===== config.mk =====
export PLATFORM = sky130hd
export DESIGN_NAME = obu_temporal_unit_splitter
export DESIGN_NICKNAME = d
export VERILOG_FILES = /design/src/rtl/otus_pkg.sv /design/src/rtl/obu_temporal_unit_splitter.sv /design/src/rtl/otus_parser.sv
export SDC_FILE = /design/constraint.sdc
export NUM_CORES = 1
export LEC_CHECK = 0
export ABC_AREA = 1
export BUFFER_PORTS_ARGS = -buffer_cell sky130_fd_sc_hd__buf_2
export CORE_UTILIZATION = 57
export DETAILED_ROUTE_END_ITERATION = 10
export GPL_ROUTABILITY_DRIVEN = 0
export PLACE_DENSITY = 0.75
export SLEW_MARGIN = 5
export SYNTH_ARGS = -nofsm -noshare
export SYNTH_HDL_FRONTEND = slang
export SYNTH_HIERARCHICAL = 1
export SYNTH_SLANG_ARGS = --single-unit

===== constraint.sdc =====
create_clock -name clk -period 9.92 [get_ports clk]
set_input_delay 0.496 -clock clk [delete_from_list [all_inputs] [get_ports clk]]
set_output_delay 0.496 -clock clk [all_outputs]
set_load 0.01 [all_outputs]

===== src/rtl/otus_pkg.sv =====
//------------------------------------------------------------------------------
// otus_pkg: shared types and constants of the temporal unit splitter
// Error codes, parse phases, the result record and the fixed field widths.
//------------------------------------------------------------------------------
`default_nettype none

package otus_pkg;

	// default parameter values
	localparam int MAX_SIZE_BYTES_DEF = 8;
	localparam int LENGTH_BITS_DEF    = 32;

	// fixed field widths
	localparam int BYTE_BITS     = 8;
	localparam int SLOT_BITS     = 7;   // payload bits per LEB128 byte
	localparam int TYPE_BITS     = 5;
	localparam int TYPE_LSB      = 2;
	localparam int ACC_BITS      = 32;
	localparam int ERR_BITS      = 3;
	localparam int ERR_LSB       = ACC_BITS;
	localparam int OUT_DATA_BITS = 40;  // unit_length, error_code, zero pad
	localparam int HEADER_BYTES  = 2;

	localparam logic [TYPE_BITS-1:0] DELIM_RESET = TYPE_BITS'(2);

	typedef enum logic [ERR_BITS-1:0] {
		ERR_NONE       = 3'd0,
		ERR_FIELD_LONG = 3'd1,
		ERR_SIZE_WIDE  = 3'd2,
		ERR_SIZE_SMALL = 3'd3,
		ERR_TRUNCATED  = 3'd4
	} err_t;

	typedef enum logic [1:0] {
		PH_SIZE = 2'd0,
		PH_HDR  = 2'd1,
		PH_BODY = 2'd2
	} phase_t;

	typedef struct packed {
		logic                emit;
		logic [ACC_BITS-1:0] len;
		err_t                err;
	} res_t;

endpackage

`default_nettype wire


===== src/rtl/obu_temporal_unit_splitter.sv =====
//------------------------------------------------------------------------------
// obu_temporal_unit_splitter: temporal unit lengths from a size-prefixed OBU stream
// Registers each stream word, parses it in one pass and registers the result.
//------------------------------------------------------------------------------
//
//  channel   dir  handshake            payload
//  s_*       in   s_tvalid / s_tready  tdata: byte_value; tuser: action
//  m_*       out  m_tvalid / m_tready  tdata: unit_length, error_code
//  cfg_*     in   cfg_valid/cfg_ready  cfg_data: delimiter_type_code
//
//  One word per cycle while the input stage is not stalled: a word is
//  registered in the input stage, where the parser updates its state, and
//  a result lands in the output register, from which it can be taken.
//  Reset clears the parse state and loads delimiter type 2; no clearing pass.
//  A stall holds the input stage only when it would emit while the output
//  register is full and not taken; words with no result keep flowing.
//
`default_nettype none

module obu_temporal_unit_splitter
	import otus_pkg::*;
#(
	parameter int MAX_SIZE_BYTES = MAX_SIZE_BYTES_DEF,
	parameter int LENGTH_BITS    = LENGTH_BITS_DEF
) (
	input  wire logic                     clk,
	input  wire logic                     arst_n,
	input  wire logic                     s_tvalid,
	output      logic                     s_tready,
	input  wire logic [BYTE_BITS-1:0]     s_tdata,   // [7:0] byte_value
	input  wire logic                     s_tuser,   // [0] action: 1 = end of stream
	output      logic                     m_tvalid,
	input  wire logic                     m_tready,
	output      logic [OUT_DATA_BITS-1:0] m_tdata,   // [31:0] unit_length, [34:32] error_code
	input  wire logic                     cfg_valid,
	output      logic                     cfg_ready,
	input  wire logic [TYPE_BITS-1:0]     cfg_data   // [4:0] delimiter_type_code
);

	logic                 valid_s1;
	logic                 action_s1;
	logic [BYTE_BITS-1:0] byte_s1;
	logic [TYPE_BITS-1:0] delim_q;
	logic                 out_valid_q;
	logic [ACC_BITS-1:0]  len_q;
	err_t                 err_q;
	res_t                 res;
	logic                 advance;

	// advance the input stage unless its result has nowhere to go
	assign advance   = valid_s1 && (!out_valid_q || m_tready || !res.emit);
	assign s_tready  = !valid_s1 || advance;
	assign cfg_ready = 1'b1;

	always_ff @(posedge clk or negedge arst_n) begin
		if (!arst_n) begin
			delim_q <= DELIM_RESET;
		end else if (cfg_valid) begin
			delim_q <= cfg_data;
		end
	end

	always_ff @(posedge clk or negedge arst_n) begin
		if (!arst_n) begin
			valid_s1 <= 1'b0;
		end else if (s_tready) begin
			valid_s1 <= s_tvalid;
		end
	end

	always_ff @(posedge clk) begin
		if (s_tready && s_tvalid) begin
			action_s1 <= s_tuser;
			byte_s1   <= s_tdata;
		end
	end

	otus_parser #(
		.MAX_SIZE_BYTES(MAX_SIZE_BYTES),
		.LENGTH_BITS   (LENGTH_BITS)
	) u_parser (
		.clk       (clk),
		.arst_n    (arst_n),
		.step      (advance),
		.action    (action_s1),
		.byte_value(byte_s1),
		.delim     (delim_q),
		.res       (res)
	);

	// load the output register on an emitting word, drop it once taken
	always_ff @(posedge clk or negedge arst_n) begin
		if (!arst_n) begin
			out_valid_q <= 1'b0;
		end else if (advance && res.emit) begin
			out_valid_q <= 1'b1;
		end else if (m_tready) begin
			out_valid_q <= 1'b0;
		end
	end

	always_ff @(posedge clk) begin
		if (advance && res.emit) begin
			len_q <= res.len;
			err_q <= res.err;
		end
	end

	assign m_tvalid = out_valid_q;
	assign m_tdata  = {(OUT_DATA_BITS - ACC_BITS - ERR_BITS)'(0), err_q, len_q};

endmodule

`default_nettype wire


===== src/rtl/otus_parser.sv =====
//------------------------------------------------------------------------------
// otus_parser: size field decode and unit length bookkeeping
// Holds the parse state; gives the result of the presented word at once and
// commits the state update when step is high.
//------------------------------------------------------------------------------
`default_nettype none

module otus_parser
	import otus_pkg::*;
#(
	parameter int MAX_SIZE_BYTES = MAX_SIZE_BYTES_DEF,
	parameter int LENGTH_BITS    = LENGTH_BITS_DEF
) (
	input  wire logic                 clk,
	input  wire logic                 arst_n,
	input  wire logic                 step,
	input  wire logic                 action,
	input  wire logic [BYTE_BITS-1:0] byte_value,
	input  wire logic [TYPE_BITS-1:0] delim,
	output res_t                      res
);

	localparam int SIZE_BITS = SLOT_BITS * MAX_SIZE_BYTES;
	localparam int EXT_BITS  = SIZE_BITS + LENGTH_BITS;
	localparam int CNT_W     = $clog2(MAX_SIZE_BYTES + 1);
	localparam int SUM_BITS  = ((LENGTH_BITS + 1 > ACC_BITS) ? LENGTH_BITS + 1 : ACC_BITS) + 1;

	phase_t                 phase_q, phase_d;
	logic [SIZE_BITS-1:0]   size_q, size_d;
	logic [CNT_W-1:0]       cnt_q, cnt_d;
	logic [LENGTH_BITS-1:0] left_q, left_d;
	logic [ACC_BITS-1:0]    acc_q, acc_d;
	logic                   seen_q, seen_d;
	logic                   halt_q, halt_d;

	logic [SIZE_BITS-1:0]   size_new;
	logic [EXT_BITS-1:0]    new_ext, old_ext;
	logic [CNT_W-1:0]       cnt_inc;
	logic                   cont, wide, too_small, trunc, is_delim, close_unit;
	logic [LENGTH_BITS-1:0] left_dec;
	logic [ACC_BITS-1:0]    base;
	logic [SUM_BITS-1:0]    sum;
	logic [ACC_BITS-1:0]    acc_add;

	always_comb begin
		size_new = size_q;
		for (int i = 0; i < MAX_SIZE_BYTES; i++) begin
			if (cnt_q == CNT_W'(i)) begin
				size_new[SLOT_BITS*i +: SLOT_BITS] = byte_value[SLOT_BITS-1:0];
			end
		end
	end

	assign new_ext    = {{LENGTH_BITS{1'b0}}, size_new};
	assign old_ext    = {{LENGTH_BITS{1'b0}}, size_q};
	assign cnt_inc    = cnt_q + CNT_W'(1);
	assign cont       = byte_value[BYTE_BITS-1];
	assign wide       = |new_ext[EXT_BITS-1:LENGTH_BITS];
	assign too_small  = size_new < SIZE_BITS'(HEADER_BYTES);
	assign trunc      = (phase_q == PH_HDR) || (phase_q == PH_BODY) || (cnt_q != '0);
	assign is_delim   = byte_value[TYPE_LSB +: TYPE_BITS] == delim;
	assign close_unit = is_delim && seen_q;
	assign left_dec   = left_q - LENGTH_BITS'(1);

	// restart the count at a closing delimiter, then add size plus field length
	assign base    = close_unit ? '0 : acc_q;
	assign sum     = SUM_BITS'(base) + SUM_BITS'(old_ext[LENGTH_BITS-1:0]) + SUM_BITS'(cnt_q);
	assign acc_add = (|sum[SUM_BITS-1:ACC_BITS]) ? {ACC_BITS{1'b1}} : sum[ACC_BITS-1:0];

	// next state
	always_comb begin
		phase_d = phase_q;
		size_d  = size_q;
		cnt_d   = cnt_q;
		left_d  = left_q;
		acc_d   = acc_q;
		seen_d  = seen_q;
		halt_d  = halt_q;
		if (action) begin
			phase_d = PH_SIZE;
			size_d  = '0;
			cnt_d   = '0;
			left_d  = '0;
			acc_d   = '0;
			seen_d  = 1'b0;
			halt_d  = 1'b0;
		end else if (!halt_q) begin
			unique case (phase_q)
				PH_HDR: begin
					if (is_delim) begin
						seen_d = 1'b1;
					end
					acc_d   = acc_add;
					left_d  = left_dec;
					phase_d = PH_BODY;
				end
				PH_BODY: begin
					if (left_q == '0 || left_q == LENGTH_BITS'(1)) begin
						left_d  = '0;
						phase_d = PH_SIZE;
						size_d  = '0;
						cnt_d   = '0;
					end else begin
						left_d = left_dec;
					end
				end
				default: begin
					phase_d = PH_SIZE;
					size_d  = size_new;
					cnt_d   = cnt_inc;
					if (cont) begin
						if (cnt_inc >= CNT_W'(MAX_SIZE_BYTES)) begin
							halt_d = 1'b1;
						end
					end else if (wide || too_small) begin
						halt_d = 1'b1;
					end else begin
						left_d  = new_ext[LENGTH_BITS-1:0];
						phase_d = PH_HDR;
					end
				end
			endcase
		end
	end

	// result of the presented word
	always_comb begin
		res.emit = 1'b0;
		res.len  = '0;
		res.err  = ERR_NONE;
		if (action) begin
			if (!halt_q) begin
				if (trunc) begin
					res.emit = 1'b1;
					res.err  = ERR_TRUNCATED;
				end else if (acc_q != '0) begin
					res.emit = 1'b1;
					res.len  = acc_q;
				end
			end
		end else if (!halt_q) begin
			unique case (phase_q)
				PH_HDR: begin
					if (close_unit) begin
						res.emit = 1'b1;
						res.len  = acc_q;
					end
				end
				PH_BODY: begin
					res.emit = 1'b0;
				end
				default: begin
					if (cont) begin
						if (cnt_inc >= CNT_W'(MAX_SIZE_BYTES)) begin
							res.emit = 1'b1;
							res.err  = ERR_FIELD_LONG;
						end
					end else if (wide) begin
						res.emit = 1'b1;
						res.err  = ERR_SIZE_WIDE;
					end else if (too_small) begin
						res.emit = 1'b1;
						res.err  = ERR_SIZE_SMALL;
					end
				end
			endcase
		end
	end

	always_ff @(posedge clk or negedge arst_n) begin
		if (!arst_n) begin
			phase_q <= PH_SIZE;
			size_q  <= '0;
			cnt_q   <= '0;
			left_q  <= '0;
			acc_q   <= '0;
			seen_q  <= 1'b0;
			halt_q  <= 1'b0;
		end else if (step) begin
			phase_q <= phase_d;
			size_q  <= size_d;
			cnt_q   <= cnt_d;
			left_q  <= left_d;
			acc_q   <= acc_d;
			seen_q  <= seen_d;
			halt_q  <= halt_d;
		end
	end

endmodule

`default_nettype wire


==> impl_metrics.json <==
{
  "worst_path_arrival_time_ps": 6010,
  "antenna_cells_inserted": 0,
  "synthesis_warning_total": 6,
  "worst_setup_path_end_kind": "flop",
  "postSynthAreaPerCell_um2": 7.098,
  "finalSetupViolCount": 0,
  "crit_type": "reg -> reg",
  "routed_wl_um": 34690,
  "final-max-slew-violation-count": 0,
  "timing.slew.headroom_pct": 20.35,
  "design.final.nets": 1865,
  "period_share_pct": 57.35,
  "final_clock_skew_ps": 13.10,
  "routed_vias": 11950,
  "power_density_nw_per_um2": 278.7,
  "tritoncts": "built",
  "final.setup.tns_ps": 0,
  "cts_hold_buf": 0,
  "worst_path_largest_cell_delay_ps": 870,
  "cpMaxStageDelayCell": "sky130_fd_sc_hd__nand2_1",
  "drt-initial-drc-count": 1154,
  "detail_route.vias_per_cell": 5.800,
  "vdd_ir_drop_max_mv": 0.2639,
  "antenna_found_initial": 0,
  "layout_cells_sized_above_1_pct": 6.775,
  "reg2regPathDepth": 21,
  "cp_data_required_time_ps": 10240,
  "drv_cap": 0,
  "synth_flop_cell": "sky130_fd_sc_hd__dfrtp_1",
  "worst_slack_at_placement_ps": 4453,
  "post_synth_inst_count": 1764,
  "timing.critical_path.mode_cell": "sky130_fd_sc_hd__nand2_1",
  "growth_of_design_area_from_synthesis_to_finish_pct": 7.235,
  "clk_pin_slew_worst_paths_ps": 80,
  "ys_seq_area_share_pct": 37.54,
  "num_clock_sinks": 179,
  "final_hold_violation_count": 0,
  "grt_first_pass_wirelength_um": 55330,
  "track_usage_pct": 31.63,
  "nFillCells": 1899,
  "area.sequential_um2": 4701,
  "wl_met2_um": 15870,
  "routedLengthMet1_um": 14900,
  "fp-row-count": 53,
  "post-cts-setup-buffers": 0,
  "clock_root_cell": "sky130_fd_sc_hd__clkbuf_16",
  "number_of_gates_resized_after_cts": 0,
  "tightest_slew_ps": 1192,
  "path_depth": 21,
  "detail-route-antenna-nets": 0,
  "postSynth.asyncResetShare_pct": 75.42,
  "die_width_um": 150.2,
  "port-buffer-count": 55,
  "wl_per_cell_um": 16.83,
  "htree_levels": 4,
  "buffers_and_inverters_on_the_worst_path": 2,
  "status": "complete, no violations",
  "synth_enable_flop_cells": 44,
  "static-leakage-power_nw": 6.972,
  "met3_length_um": 2606,
  "detailedRoute.firstPassIterationCount": 6,
  "worst_skew_pair.late_latency_ps": 440,
  "min-delay-path-class": "in -> async",
  "core_area_um2": 21290,
  "critical_path_peak_fanout": 32,
  "netlist_area_before_placement_um2": 12520,
  "fp.dieArea_um2": 22560,
  "max_freq_mhz": 175.8,
  "crit_family": "simple AND/OR/NAND/NOR gates",
  "synth.ff_latch_count": 179,
  "cts_buffers": 17,
  "synth.distinct_cells": 42,
  "fin_ws_ps": 4231,
  "path_cells": "inv_1 > or2_2 > nand4_1 > nor4_1 > nand2_1 > inv_1 > nor2_1 > fa_1 > ha_1 > a21oi_1 > nand2_1 > nand2_1 > nand2_1 > nand2_1 > nand2_1 > nand2_1 > nand3_1 > nand2_1 > nand3_1 > nand2_1 > nand2_1",
  "rsz_0062_raised_after_global_routing": "no",
  "period_minus_slack_ps": 5689,
  "multi_input_comb_area_um2": 6740,
  "cts.path.max_buffers": 2,
  "highest-signal-layer": "met4",
  "die_h_um": 150.2,
  "layout_common_cells": "sky130_fd_sc_hd__nand2_1 (575), sky130_fd_sc_hd__inv_1 (190), sky130_fd_sc_hd__nor2_1 (176)",
  "grt_max_degree": 121,
  "dpl.hpwl_um": 25800,
  "detail_route.drc_violations": 0,
  "commonest_non_fill_non_tap_cell_in_the_layout": "sky130_fd_sc_hd__nand2_1",
  "grt.overflow.total": 0,
  "cp-start-kind": "flop",
  "effective_utilization_at_floorplan_pct": 58.82,
  "io-pin-count": 62,
  "first_global_vias": 10790
}
-- power by group --
| part | leakage (nW) | switching, W | internal [W] |
|---|---|---|---|
| registers | 2.27 | 0.000175 | 0.000927 |
| clock network | 0.286 | 0.000325 | 0.000354 |
| logic | 4.42 | 0.00137 | 0.000590 |
-- cells in the mapped netlist, drive strengths merged (2+ instances only) --
| library cell | instances | share of area [%] |
|---|---|---|
| o21bai | 3 | 0.18 |
| a41oi | 2 | 0.14 |
| or2 | 2 | 0.10 |
| ha | 68 | 6.8 |
| buf | 36 | 2.0 |
| nor3 | 52 | 2.1 |
| a31o | 3 | 0.21 |
| nor2 | 178 | 5.5 |
| nand4 | 41 | 2.1 |
| conb | 2 | 0.060 |
| fa | 5 | 0.80 |
| o21ai | 87 | 3.5 |
| edfxtp | 44 | 11 |
| dfrtp | 134 | 27 |
| inv | 191 | 5.7 |
| xnor2 | 23 | 1.6 |
| o22ai | 17 | 0.85 |
| xor2 | 15 | 1.0 |
| nand3 | 127 | 5.3 |
| clkbuf | 40 | 1.2 |
| a21oi | 52 | 2.1 |
| nand2 | 583 | 18 |
| o31ai | 44 | 2.6 |
| clkinv | 2 | 0.060 |
| nand3b | 9 | 0.54 |
-- path summary, 6_finish.rpt --
path,start,endpoint,slack [ps]
min in group clk,s_tdata[1],byte_s1[1],230
max in group asynchronous,arst_n,u_parser/left_q[28],8540
setup / recovery,byte_s1[2],u_parser/acc_q[8],4230
hold / removal,arst_n,u_parser/acc_q[31],60
setup reg to reg,byte_s1[2],u_parser/acc_q[8],4230
hold reg to reg,u_parser/acc_q[27],u_parser/acc_q[27],480
-- registers in the layout, indices dropped and copies added (netlist names) --
| register | flops |
|---|---|
| err_q | 3 |
| action_s1 | 1 |
| u_parser/phase_q | 2 |
| byte_s1 | 8 |
| delim_q | 5 |
| u_parser/cnt_q | 4 |
| u_parser/halt_q | 1 |
| len_q | 32 |
| valid_s1 | 1 |
| u_parser/seen_q | 1 |
| m_tvalid | 1 |
| u_parser/acc_q | 32 |
| u_parser/left_q | 32 |
| u_parser/size_q | 56 |
-- routing by layer --
metal  vias up  track usage [%]
met5         -                0
met4         0            14.09
met3        89            5.364
met2       529            49.93
met1      5572            42.59
li1       5764                -
-- layout make-up --
cell class	count	area share (%)
clock buffer	20	3.485
multi-input combinational	1320	50.20
timing repair buffer	62	2.488
tap	275	2.563
sequential	179	35.01
clock inverter	12	0.8387
inverter	193	5.414
-- logic make-up (layout without fill, tap and decap cells) --
logic type	Yosys count	after routing	share of synthesized area (%)
and+or+nand+nor	994	994	33.46
other	2	6	0.05998
xor gates and xnor gates	38	38	2.658
DFF	179	179	37.54
buffers and inverters	269	287	8.994
AOI/OAI and AO/OA	209	209	9.693
adders and majority gates	73	73	7.595
-- worst reg2reg max path: cells and delay by family (launching register included) --
| family | cells | cell delay [ps] |
|---|---|---|
| compound gates | 1 | 190 |
| fa+ha+maj | 2 | 860 |
| flops | 1 | 440 |
| buf+inv | 2 | 970 |
| simple gates | 16 | 3120 |
-- metrics by stage --
step	instances	util, %	hold WS, ps	total power [W]	instance area [µm²]
5_1_grt	2061	63.08	164.0	0.003997	13430
3_5_place_dp	2029	60.35	465.5	0.003016	12850
2_1_floorplan	1768	-	200.4	0.002526	12540
4_1_cts	2061	63.08	143.5	0.003703	13430
6_report	2061	63.08	63.43	0.003742	13430
3_3_place_gp	2029	60.35	461.4	0.002991	12850
Note: power is estimated with default switching activity, not from simulation.
